<file path="config.mk">
export PLATFORM = sky130hd
export DESIGN_NAME = footswitch_bypass_controller_core
export DESIGN_NICKNAME = d
export VERILOG_FILES = /design/src/rtl/core/fbc_pkg.sv /design/src/rtl/core/fbc_debounce.sv /design/src/rtl/core/fbc_hold.sv /design/src/rtl/core/fbc_outbuf.sv /design/src/rtl/core/footswitch_bypass_controller_core.sv
export SDC_FILE = /design/constraint.sdc
export NUM_CORES = 1
export LEC_CHECK = 0
export ABC_CLOCK_PERIOD_IN_PS = 4200
export BUFFER_PORTS_ARGS = -buffer_cell sky130_fd_sc_hd__buf_2
export CAP_MARGIN = 40
export CORE_ASPECT_RATIO = 0.75
export CORE_UTILIZATION = 39
export CTS_BUF_LIST = sky130_fd_sc_hd__clkbuf_8
export DETAILED_ROUTE_END_ITERATION = 12
export PLACE_DENSITY_LB_ADDON = 0.1
export SLEW_MARGIN = 20
export SYNTH_ARGS = -nofsm -noshare
export SYNTH_HDL_FRONTEND = slang
export SYNTH_HIERARCHICAL = 1
export SYNTH_SLANG_ARGS = --single-unit
</file>
<file path="constraint.sdc">
create_clock -name clk_i -period 4.2 [get_ports clk_i]
set_input_delay 0.63 -clock clk_i [delete_from_list [all_inputs] [get_ports clk_i]]
set_output_delay 0.63 -clock clk_i [all_outputs]
set_load 0.005 [all_outputs]
</file>
<file path="src/rtl/core/fbc_pkg.sv">
// Shared types and constants for the footswitch bypass controller.
package fbc_pkg;

  localparam int unsigned CfgAddrWidth = 4;
  localparam int unsigned CfgDataWidth = 32;

  localparam logic [15:0] DebounceMsReset    = 16'd100;
  localparam logic [15:0] HoldMsReset        = 16'd5000;
  localparam logic [15:0] BlinkWindowMsReset = 16'd100;

  localparam logic [15:0] CountMax = 16'hFFFF;

  localparam logic [7:0] BlinkPeriodLast = 8'd249;
  localparam logic [7:0] BlinkOnMax      = 8'd125;

  typedef enum logic [1:0] {
    RegDebounceMs    = 2'd0,
    RegHoldMs        = 2'd1,
    RegBlinkWindowMs = 2'd2,
    RegStartupMode   = 2'd3
  } reg_idx_e;

  typedef enum logic {
    ModeToggle    = 1'b0,
    ModeMomentary = 1'b1
  } mode_e;

  localparam mode_e StartupModeReset = ModeToggle;

  typedef struct packed {
    logic stable;
    logic press;
  } btn_t;

  typedef struct packed {
    logic fet_wet;
    logic fet_dry;
    logic led_toggle_lit;
    logic led_momentary_lit;
    logic current_mode;
    logic save_mode;
  } res_t;

endpackage

</file>
<file path="src/rtl/core/fbc_debounce.sv">
// Switch debouncer and press detector.
module fbc_debounce (
  input  logic          clk_i,
  input  logic          rst_ni,
  input  logic          advance_i,
  input  logic          raw_button_i,
  input  logic [15:0]   debounce_ms_i,
  output fbc_pkg::btn_t btn_o
);
  import fbc_pkg::*;

  logic        last_raw_q, last_raw_d;
  logic [15:0] count_q, count_d;
  logic        stable_q, stable_d;
  logic        prev_stable_q;

  always_comb begin
    last_raw_d = last_raw_q;
    count_d    = count_q;
    stable_d   = stable_q;
    if (raw_button_i != last_raw_q) begin
      last_raw_d = raw_button_i;
      count_d    = '0;
    end else begin
      count_d = (count_q == CountMax) ? count_q : count_q + 16'd1;
      if (count_d >= debounce_ms_i) begin
        stable_d = raw_button_i;
      end
    end
  end

  // Active-low switch: a press is the falling edge of the debounced level.
  assign btn_o.stable = stable_d;
  assign btn_o.press  = !stable_d && prev_stable_q;

  always_ff @(posedge clk_i or negedge rst_ni) begin
    if (!rst_ni) begin
      last_raw_q    <= 1'b1;
      count_q       <= '0;
      stable_q      <= 1'b1;
      prev_stable_q <= 1'b1;
    end else if (advance_i) begin
      last_raw_q    <= last_raw_d;
      count_q       <= count_d;
      stable_q      <= stable_d;
      prev_stable_q <= stable_d;
    end
  end

endmodule

</file>
<file path="src/rtl/core/fbc_hold.sv">
// Effect state, hold timer, mode switching and LED blink logic.
module fbc_hold (
  input  logic          clk_i,
  input  logic          rst_ni,
  input  logic          advance_i,
  input  fbc_pkg::btn_t btn_i,
  input  logic [15:0]   hold_ms_i,
  input  logic [15:0]   blink_window_ms_i,
  input  logic          mode_load_i,
  input  logic          mode_value_i,
  output fbc_pkg::res_t res_o
);
  import fbc_pkg::*;

  logic        effect_q, effect_d;
  logic        mode_q, mode_d;
  logic        done_q, done_d;
  logic [15:0] elapsed_q, elapsed_d;
  logic [7:0]  phase_q, phase_d;
  logic        imminent;
  logic        flip;
  logic        blink;
  logic [15:0] threshold;

  assign threshold = (blink_window_ms_i > hold_ms_i) ? '0 : hold_ms_i - blink_window_ms_i;

  always_comb begin
    effect_d = effect_q;
    if (mode_q == ModeToggle) begin
      if (btn_i.press) begin
        effect_d = !effect_q;
      end
    end else begin
      effect_d = !btn_i.stable;
    end
  end

  // The phase counter tracks the elapsed count modulo the blink period.
  // The warning flag is rebuilt on every tick, so it needs no register.
  always_comb begin
    elapsed_d = '0;
    phase_d   = '0;
    done_d    = 1'b0;
    imminent  = 1'b0;
    flip      = 1'b0;
    if (!btn_i.stable) begin
      if (elapsed_q == CountMax) begin
        elapsed_d = elapsed_q;
        phase_d   = phase_q;
      end else begin
        elapsed_d = elapsed_q + 16'd1;
        phase_d   = (phase_q == BlinkPeriodLast) ? '0 : phase_q + 8'd1;
      end
      flip     = (elapsed_d >= hold_ms_i) && !done_q;
      done_d   = done_q || flip;
      imminent = (elapsed_d < hold_ms_i) && (elapsed_d >= threshold);
    end
  end

  assign mode_d = mode_q ^ flip;
  assign blink  = imminent && (phase_d <= BlinkOnMax);

  assign res_o.fet_wet           = effect_d;
  assign res_o.fet_dry           = !effect_d;
  assign res_o.led_toggle_lit    = ((mode_d == ModeToggle) && effect_d && !blink) ||
                                   ((mode_d == ModeMomentary) && blink);
  assign res_o.led_momentary_lit = ((mode_d == ModeMomentary) && effect_d && !blink) ||
                                   ((mode_d == ModeToggle) && blink);
  assign res_o.current_mode      = mode_d;
  assign res_o.save_mode         = flip;

  always_ff @(posedge clk_i or negedge rst_ni) begin
    if (!rst_ni) begin
      effect_q  <= 1'b0;
      mode_q    <= StartupModeReset;
      done_q    <= 1'b0;
      elapsed_q <= '0;
      phase_q   <= '0;
    end else if (advance_i) begin
      effect_q  <= effect_d;
      mode_q    <= mode_d;
      done_q    <= done_d;
      elapsed_q <= elapsed_d;
      phase_q   <= phase_d;
    end else if (mode_load_i) begin
      mode_q <= mode_value_i;
    end
  end

endmodule

</file>
<file path="src/rtl/core/fbc_outbuf.sv">
// Two-entry output buffer: result register plus skid stage.
module fbc_outbuf (
  input  logic          clk_i,
  input  logic          rst_ni,
  input  logic          push_i,
  input  fbc_pkg::res_t data_i,
  output logic          full_o,
  output logic          valid_o,
  input  logic          stall_i,
  output fbc_pkg::res_t data_o
);
  import fbc_pkg::*;

  logic valid_q;
  logic skid_valid_q;
  res_t data_q;
  res_t skid_q;
  logic pop;

  assign pop     = valid_q && !stall_i;
  assign full_o  = skid_valid_q;
  assign valid_o = valid_q;
  assign data_o  = data_q;

  always_ff @(posedge clk_i or negedge rst_ni) begin
    if (!rst_ni) begin
      valid_q      <= 1'b0;
      skid_valid_q <= 1'b0;
    end else if (pop) begin
      if (skid_valid_q) begin
        skid_valid_q <= 1'b0;
      end else begin
        valid_q <= push_i;
      end
    end else if (push_i) begin
      if (!valid_q) begin
        valid_q <= 1'b1;
      end else begin
        skid_valid_q <= 1'b1;
      end
    end
  end

  always_ff @(posedge clk_i) begin
    if (pop) begin
      if (skid_valid_q) begin
        data_q <= skid_q;
      end else if (push_i) begin
        data_q <= data_i;
      end
    end else if (push_i) begin
      if (!valid_q) begin
        data_q <= data_i;
      end else begin
        skid_q <= data_i;
      end
    end
  end

endmodule

</file>
<file path="src/rtl/core/footswitch_bypass_controller_core.sv">
// An accepted word's result is registered in the output buffer and shown after earlier results.
// Throughput: one word per cycle unless stalled; all per-tick state updates in the accepting cycle.
// A two-entry output buffer keeps input flowing while one result waits to be taken.
// Reset (rst_ni low, asynchronous) releases the switch state, clears the effect and
// counters, empties the buffer, and loads the configuration reset values.
module footswitch_bypass_controller_core (
  input  logic                             clk_i,
  input  logic                             rst_ni,
  input  logic                             in_valid_i,
  output logic                             in_stall_o,
  input  logic                             raw_button_i,
  output logic                             out_valid_o,
  input  logic                             out_stall_i,
  output logic                             fet_wet_o,
  output logic                             fet_dry_o,
  output logic                             led_toggle_lit_o,
  output logic                             led_momentary_lit_o,
  output logic                             current_mode_o,
  output logic                             save_mode_o,
  input  logic                             psel,
  input  logic                             penable,
  input  logic                             pwrite,
  input  logic [fbc_pkg::CfgAddrWidth-1:0] paddr,
  input  logic [fbc_pkg::CfgDataWidth-1:0] pwdata,
  output logic [fbc_pkg::CfgDataWidth-1:0] prdata,
  output logic                             pready
);
  import fbc_pkg::*;

  logic [15:0] debounce_ms_q;
  logic [15:0] hold_ms_q;
  logic [15:0] blink_window_ms_q;
  logic        startup_mode_q;
  logic        cfg_wr;
  reg_idx_e    cfg_idx;
  logic        advance;
  logic        buf_full;
  btn_t        btn;
  res_t        res;
  res_t        out_res;

  assign pready  = 1'b1;
  assign cfg_wr  = psel && penable && pwrite && pready;
  assign cfg_idx = reg_idx_e'(paddr[3:2]);

  always_ff @(posedge clk_i or negedge rst_ni) begin
    if (!rst_ni) begin
      debounce_ms_q     <= DebounceMsReset;
      hold_ms_q         <= HoldMsReset;
      blink_window_ms_q <= BlinkWindowMsReset;
      startup_mode_q    <= StartupModeReset;
    end else if (cfg_wr) begin
      unique case (cfg_idx)
        RegDebounceMs:    debounce_ms_q     <= pwdata[15:0];
        RegHoldMs:        hold_ms_q         <= pwdata[15:0];
        RegBlinkWindowMs: blink_window_ms_q <= pwdata[15:0];
        RegStartupMode:   startup_mode_q    <= pwdata[0];
        default:          ;
      endcase
    end
  end

  always_comb begin
    unique case (cfg_idx)
      RegDebounceMs:    prdata = {16'd0, debounce_ms_q};
      RegHoldMs:        prdata = {16'd0, hold_ms_q};
      RegBlinkWindowMs: prdata = {16'd0, blink_window_ms_q};
      RegStartupMode:   prdata = {31'd0, startup_mode_q};
      default:          prdata = '0;
    endcase
  end

  assign in_stall_o = buf_full;
  assign advance    = in_valid_i && !in_stall_o;

  fbc_debounce u_debounce (
    .clk_i         (clk_i),
    .rst_ni        (rst_ni),
    .advance_i     (advance),
    .raw_button_i  (raw_button_i),
    .debounce_ms_i (debounce_ms_q),
    .btn_o         (btn)
  );

  // Writing the startup mode also reloads the live mode, unless a word is accepted in the same cycle.
  fbc_hold u_hold (
    .clk_i             (clk_i),
    .rst_ni            (rst_ni),
    .advance_i         (advance),
    .btn_i             (btn),
    .hold_ms_i         (hold_ms_q),
    .blink_window_ms_i (blink_window_ms_q),
    .mode_load_i       (cfg_wr && (cfg_idx == RegStartupMode)),
    .mode_value_i      (pwdata[0]),
    .res_o             (res)
  );

  fbc_outbuf u_outbuf (
    .clk_i   (clk_i),
    .rst_ni  (rst_ni),
    .push_i  (advance),
    .data_i  (res),
    .full_o  (buf_full),
    .valid_o (out_valid_o),
    .stall_i (out_stall_i),
    .data_o  (out_res)
  );

  assign fet_wet_o           = out_res.fet_wet;
  assign fet_dry_o           = out_res.fet_dry;
  assign led_toggle_lit_o    = out_res.led_toggle_lit;
  assign led_momentary_lit_o = out_res.led_momentary_lit;
  assign current_mode_o      = out_res.current_mode;
  assign save_mode_o         = out_res.save_mode;

`ifndef ASSERT_OFF
  a_fet_exclusive: assert property (@(posedge clk_i) disable iff (!rst_ni)
    out_valid_o |-> (fet_wet_o != fet_dry_o))
    else $error("wet and dry FET enables not complementary");

  a_stall_only_when_full: assert property (@(posedge clk_i) disable iff (!rst_ni)
    in_stall_o |-> out_valid_o)
    else $error("input stalled while output buffer holds no word");

  a_no_word_lost: assert property (@(posedge clk_i) disable iff (!rst_ni)
    (advance && out_valid_o && out_stall_i) |=> (out_valid_o && in_stall_o))
    else $error("word accepted behind a stalled result was not held");

  a_save_flips_mode: assert property (@(posedge clk_i) disable iff (!rst_ni)
    (advance && res.save_mode) |=> $past(res.current_mode) != $past(u_hold.mode_q))
    else $error("save flag raised without a mode change");
`endif

endmodule
</file>
==> results of run 1 <==
==> timing repair <==
action,4_1_cts,5_1_grt
resized for setup,22,36
gates cloned,0,0
pin swaps,25,30
setup endpoints to repair,5,7
buffers inserted,13,8
==> worst max-delay path: stages, from the launching register on <==
cell and delay, ns:
dfstp_2 0.56, ha_1 0.25, and4_1 0.26, and3_1 0.21, a21oi_2 0.15, buf_4 0.12, buf_4 0.09, a21boi_0 0.10
o21a_1 0.18, or4_1 0.57, ha_1 0.32, o211ai_1 0.17, a21oi_1 0.09, a211o_1 0.29, nand4_2 0.13, mux2_4 0.31
mux2_4 0.25
==> power by group through the flow <==
stage	Combinational, mW	Sequential (mW)	Clock, mW
after floorplan	1.19	1.41	0
after global placement	1.80	1.43	0
after detailed placement	1.82	1.44	0
after CTS	1.87	1.42	0.645
after global routing	2.14	1.45	0.679
final	1.93	1.42	0.611
==> registers in the layout (all words and copies together) (netlist names) <==
| register | cells |
|---|---|
| blink_window_ms_q | 16 |
| debounce_ms_q | 16 |
| hold_ms_q | 16 |
| u_debounce/count_q | 16 |
| u_hold/elapsed_q | 16 |
| u_hold/phase_q | 8 |
| u_outbuf/data_o | 6 |
| u_outbuf/skid_q | 6 |
| startup_mode_q | 1 |
| u_debounce/last_raw_q | 1 |
| u_debounce/prev_stable_q | 1 |
| u_hold/done_q | 1 |
| u_hold/effect_q | 1 |
| u_hold/mode_q | 1 |
| u_outbuf/full_o | 1 |
| u_outbuf/valid_o | 1 |
==> kinds of logic (layout without fill, tap and decap cells) <==
group | after synthesis | in the layout | share of synthesized area, %
DFF | 108 | 108 | 34.1
AOI/OAI and AO/OA | 202 | 202 | 16.2
and+or+nand+nor | 240 | 240 | 16.1
adders and majority gates | 69 | 69 | 10.7
muxes | 86 | 86 | 11.8
buffers and inverters | 119 | 275 | 7.22
xor gates and xnor gates | 35 | 35 | 3.76
other | 2 | 17 | 0.0922
==> layer usage <==
layer,vias to the layer above,part of all wire [%],track usage (%)
li1,3433,-,-
met1,3241,56,32.9
met5,-,0,0
met2,92,40,29.1
met3,8,3.2,3.78
met4,0,0.65,3.74
==> cells in the mapped netlist (all sizes together), types with 4 or more instances <==
| cell type | instances |
|---|---|
| nand4 | 21 |
| o21ai | 55 |
| inv | 64 |
| xor2 | 17 |
| dfrtp | 83 |
| or4 | 4 |
| buf | 34 |
| o31ai | 4 |
| a21o | 12 |
| o2bb2ai | 8 |
| nand2b | 9 |
| ha | 68 |
| nor4 | 9 |
| a22o | 19 |
| mux2 | 61 |
| nor3 | 16 |
| or2 | 5 |
| a21oi | 47 |
| dfstp | 13 |
| a31oi | 9 |
| or3 | 4 |
| nor2b | 7 |
| nor2 | 43 |
| nand2 | 62 |
| and4 | 4 |
| xnor2 | 18 |
| clkbuf | 21 |
| edfxtp | 12 |
| a211oi | 6 |
| nand3 | 33 |
| mux2i | 24 |
| and2 | 6 |
| o21a | 7 |
| and3 | 10 |
==> stage by stage <==
| stage | setup slack (ns) | hold slack, ns |
|---|---|---|
| finish | -0.0933 | 0.159 |
| global route | -0.346 | 0.164 |
| CTS | -0.0987 | 0.147 |
| detailed placement | -0.323 | 0.496 |
| global placement | -0.295 | 0.487 |
| floorplan | -0.110 | 0.334 |
==> final cells by class <==
type                            count  area (um2)
Clock inverter                      7        50.0
Clock buffer                        9         124
Inverter                           64         240
Sequential cell                   108        2780
Fill cell                        1952       10200
Timing Repair Buffer              195        1400
Tap cell                          282         353
Multi-Input combinational cell    649        5160
==> how the worst max path moves through the flow <==
stage,startpoint,to,slack (ns),depth (start not counted)
floorplan,u_hold/elapsed_q[0],u_outbuf/data_o[2],-0.11,18
global placement,hold_ms_q[0],u_outbuf/data_o[2],-0.30,19
detailed placement,blink_window_ms_q[0],u_outbuf/data_o[2],-0.32,18
CTS,u_debounce/count_q[0],u_outbuf/data_o[2],-0.1,17
global route,u_debounce/count_q[6],u_outbuf/data_o[2],-0.35,19
finish,hold_ms_q[8],u_outbuf/data_o[2],-0.09,16
==> flow_summary.yaml, run 1 <==
placement:
  portBuffers: 49
  dp.cells: 1278
  hpwlAfterDp_mm: 16.4
  gp_congestion: 0.832
  place_area_mm2: 0.00953
setup_path:
  start_kind: "flip-flop"
  critical_path.max_fanout: 5
  r2r_cells: 16
  required_ns: 4.36
  timing.rr.end: "u_outbuf/data_o[2]"
  cp.arrival_ns: 4.45
  reg2reg_from: "hold_ms_q[8]"
  cp-end-kind: "flip-flop"
  path_class: "flip-flop to flip-flop"
  r2r_slack_ns: -0.09
global_route:
  grt_pass1_vias: 6266
  grt_max_degree: 42
  antenna_found_initial: 0
  grt_overflow_total: 0
  grt_util_all_layers_pct: 20.8
  grt_pass1_wl_mm: 34.7
floorplanning:
  fp.dieW_um: 169
  io-pin-count: 85
  start_util_pct: 40.1
  num_rows: 45
  coreArea_mm2: 0.0203
  dieArea_mm2: 0.0215
  dieHeight_um: 127
synthesis:
  syn_area_per_cell_um2: 9.46
  synth_top_area_share_pct: 25.5
  synth_warnings: 6
  synth_flop_cell: "dfrtp_1"
  synth_seq_area_share_pct: 34.1
  synth_edf_count: 12
  yosysTopAreaCell: "dfrtp_1"
  ys_ff_latch: 108
  synth.area.top_cells: "dfrtp_1 (25%), ha_1 (10%), mux2_2 (8.0%), edfxtp_1 (4.4%), dfstp_2 (4.2%)"
  syn_inst: 861
  synth_async_sr_flop_share_pct: 88.9
  netlist_area_mm2: 0.00815
  yosysUniqueCellTypes: 81
power_and_ir_drop:
  p_sw_share_pct: 38.9
  pwr-share-clk_pct: 15.4
  p_leak_nw: 4.80
  power_density_mw_per_mm2: 392
  p_sw_mw: 1.54
  pwr-share-comb_pct: 48.6
  internal-power_mw: 2.42
  peakVddDrop_v: 0.000223
  seq_power_share_pct: 35.9
  power_mw: 3.96
finish:
  layout-drive-gt1-share_pct: 34.6
  final_common_cell: "buf_4"
  instances_no_fill: 1314
  antennaDiodeCount: 0
  final_nets: 1140
  finish.utilization_pct: 49.7
  final_area_mm2: 0.0101
  mostFrequentLayoutCells: "buf_4 (139), dfrtp_1 (79), inv_1 (62), ha_1 (62)"
  area_growth_pct: 24.1
timing:
  hold_viol_final: 0
  worst_pin_slew_ns: 0.744
  fin_crit_ns: 4.29
  fin_skew_ns: 0.0133
  fmax_mhz: 233
  drv_slew: 0
  setup_tns_ns: -0.137
  max-slew-margin-rel_pct: 50.4
  post-route-period-util_pct: 102
  rsz0062_at_grt: "true"
  worst_slack_ns: -0.0933
  setup_viol: 2
clock_network:
  clock_sinks: 108
  hold_buffers: 0
  clockBufferDepth: 2
  cts_root_buf: "clkbuf_8"
  path_clk_slew_ns: 0.11
  htree_num_levels: 3
  clkLatencyLatePin_ns: 0.40
  cts_tree: "built"
  cts_buffers: 9
status:
  violations: "negative setup slack"
  status: "complete, but fails checks"
detailed_routing:
  first_pass_iters: 4
  drc_errors: 0
  drtIter0Drc: 448
  wire_per_inst_um: 16.3
  via_per_inst: 5.16
  vias: 6774
  drt_wl_total_mm: 21.5
  antenna_left: 0
job:
  maxCapViolCount: 0
min_path:
  hp-class: "primary input to async pin"
No activity file was read; power rests on OpenSTA's default activity.
==> run 2, diff against run 1 <==
--- a/config.mk
+++ b/config.mk
@@ -5,7 +5,7 @@
 export SDC_FILE = /design/constraint.sdc
 export NUM_CORES = 1
 export LEC_CHECK = 0
-export ABC_CLOCK_PERIOD_IN_PS = 4200
+export ABC_CLOCK_PERIOD_IN_PS = 4700
 export BUFFER_PORTS_ARGS = -buffer_cell sky130_fd_sc_hd__buf_2
 export CAP_MARGIN = 40
 export CORE_ASPECT_RATIO = 0.75
==> constraint.sdc (replaced) <==
create_clock -name clk_i -period 4.7 [get_ports clk_i]
set_input_delay 0.705 -clock clk_i [delete_from_list [all_inputs] [get_ports clk_i]]
set_output_delay 0.705 -clock clk_i [all_outputs]
set_load 0.005 [all_outputs]
==> flow_summary.yaml, run 2 (synthesis gave the netlist of run 1 again) <==
status:
  status: "complete, no violations"
setup_path:
  cp-end-kind: "flip-flop"
  path_class: "flip-flop to flip-flop"
  critical_path.max_fanout: 5
  cp.arrival_ns: 4.63
  required_ns: 4.86
  start_kind: "flip-flop"
detailed_routing:
  wire_per_inst_um: 16.5
  antenna_left: 0
  drc_errors: 0
  drt_wl_total_mm: 20.3
  vias: 6476
  first_pass_iters: 5
  via_per_inst: 5.27
  drtIter0Drc: 359
finish:
  final_common_cell: "dfrtp_1"
  fillCellCount: 2010
  mostFrequentLayoutCells: "dfrtp_1 (77), ha_1 (67), inv_1 (63)"
  final_nets: 1055
  instances_no_fill: 1229
  area_growth_pct: 14.0
  antennaDiodeCount: 0
  layout-drive-gt1-share_pct: 26.0
  seqCellArea_mm2: 0.00279
  multi_input_area_mm2: 0.00497
floorplanning:
  dieHeight_um: 127
  coreArea_mm2: 0.0203
  start_util_pct: 40.1
  num_rows: 45
  fp.dieW_um: 169
  dieArea_mm2: 0.0215
  io-pin-count: 85
timing:
  fin_skew_ns: 0.0229
  worst_pin_slew_ns: 0.693
  max-slew-margin-rel_pct: 53.8
  post-route-period-util_pct: 95.0
  hold_viol_final: 0
  fin_crit_ns: 4.47
  fmax_mhz: 224
  drv_slew: 0
  setup_viol: 0
clock_network:
  clockBufferDepth: 2
  cts_root_buf: "clkbuf_8"
  path_clk_slew_ns: 0.11
  cts_tree: "built"
  htree_num_levels: 3
  clkLatencyLatePin_ns: 0.40
  clock_sinks: 108
  cts_buffers: 9
placement:
  portBuffers: 49
  dp.cells: 1199
  gp_congestion: 0.840
  hpwlAfterDp_mm: 15.4
power_and_ir_drop:
  power_density_mw_per_mm2: 362
  power_mw: 3.36
  p_leak_nw: 4.36
  peakVddDrop_v: 0.000181
global_route:
  grt_max_degree: 59
  grt_overflow_total: 0
  grt_pass1_wl_mm: 32.7
  grt_util_all_layers_pct: 19.5
  antenna_found_initial: 0
  grt_pass1_vias: 5982
min_path:
  hp-class: "primary input to async pin"
job:
  maxCapViolCount: 0
==> run 2: report_power, final <==
part,switching (mW),internal (mW)
Sequential,0.152,1.14
Clock,0.363,0.255
Combinational,0.795,0.659
Total,1.31,2.05
==> run 2: final timing paths <==
kind,to,from,slack [ns],cells after the start
setup / recovery,u_outbuf/data_o[2],u_hold/elapsed_q[0],0.23,16
hold / removal,u_hold/phase_q[2],rst_ni,0.14,1
setup reg to reg,u_outbuf/data_o[2],u_hold/elapsed_q[0],0.23,16
hold reg to reg,u_hold/effect_q,u_hold/effect_q,0.53,2
max in group asynchronous,u_debounce/count_q[4],rst_ni,3.45,3
min in group clk_i,u_hold/effect_q,u_hold/effect_q,0.53,2
==> run 2: what timing repair did <==
item,in CTS,in global routing
buffers inserted,0,13
hold buffers,0,0
pin swaps,0,15
resized for setup,1,31
setup endpoints to repair,1,4
==> run 2: routing by layer <==
layer  track usage, %  part of all wire (%)  vias to the layer above
met5                0                     0                        -
met4             3.69                  0.71                        0
met3             3.13                   3.6                       11
met2             27.7                    41                      126
met1             30.8                    55                     3081
li1                 -                     -                     3258
==> run 2: cell type report <==
cell class	instances	area share, %
flip-flops and latches	108	30.0
well taps	282	3.80
multi-input cells	649	53.5
clock buffers	9	1.33
inverters	64	2.59
clock inverters	7	0.875
repair buffers	110	7.93
==> run 2: per-stage QoR <==
stage | hold WS [ns] | setup slack, ns | instance area, um2 | util [%] | TNS, ns
after floorplan | 0.409 | 0.0467 | 8200 | - | 0
after global routing | 0.138 | -0.0153 | 9290 | 45.7 | -0.0153
after detailed placement | 0.501 | 0.0138 | 8820 | 43.4 | 0
final | 0.144 | 0.234 | 9290 | 45.7 | 0
after global placement | 0.489 | 0.0585 | 8790 | 43.2 | 0
after CTS | 0.393 | 0.00764 | 9030 | 44.4 | 0
==> run 2: worst max-delay path, cell delays in order, from the launching register on <==
cell and delay (ns):
dfrtp_1 0.38, ha_1 0.17, nand2_1 0.11, or4_1 0.54, or3_1 0.38, nand4_1 0.21, nor2_1 0.12, xor2_1 0.33
ha_1 0.30, nand2_1 0.10, o21ai_0 0.12, a221oi_2 0.40, nand2_1 0.11, nor3_1 0.23, nand4_2 0.16, mux2_4 0.33
mux2_2 0.26
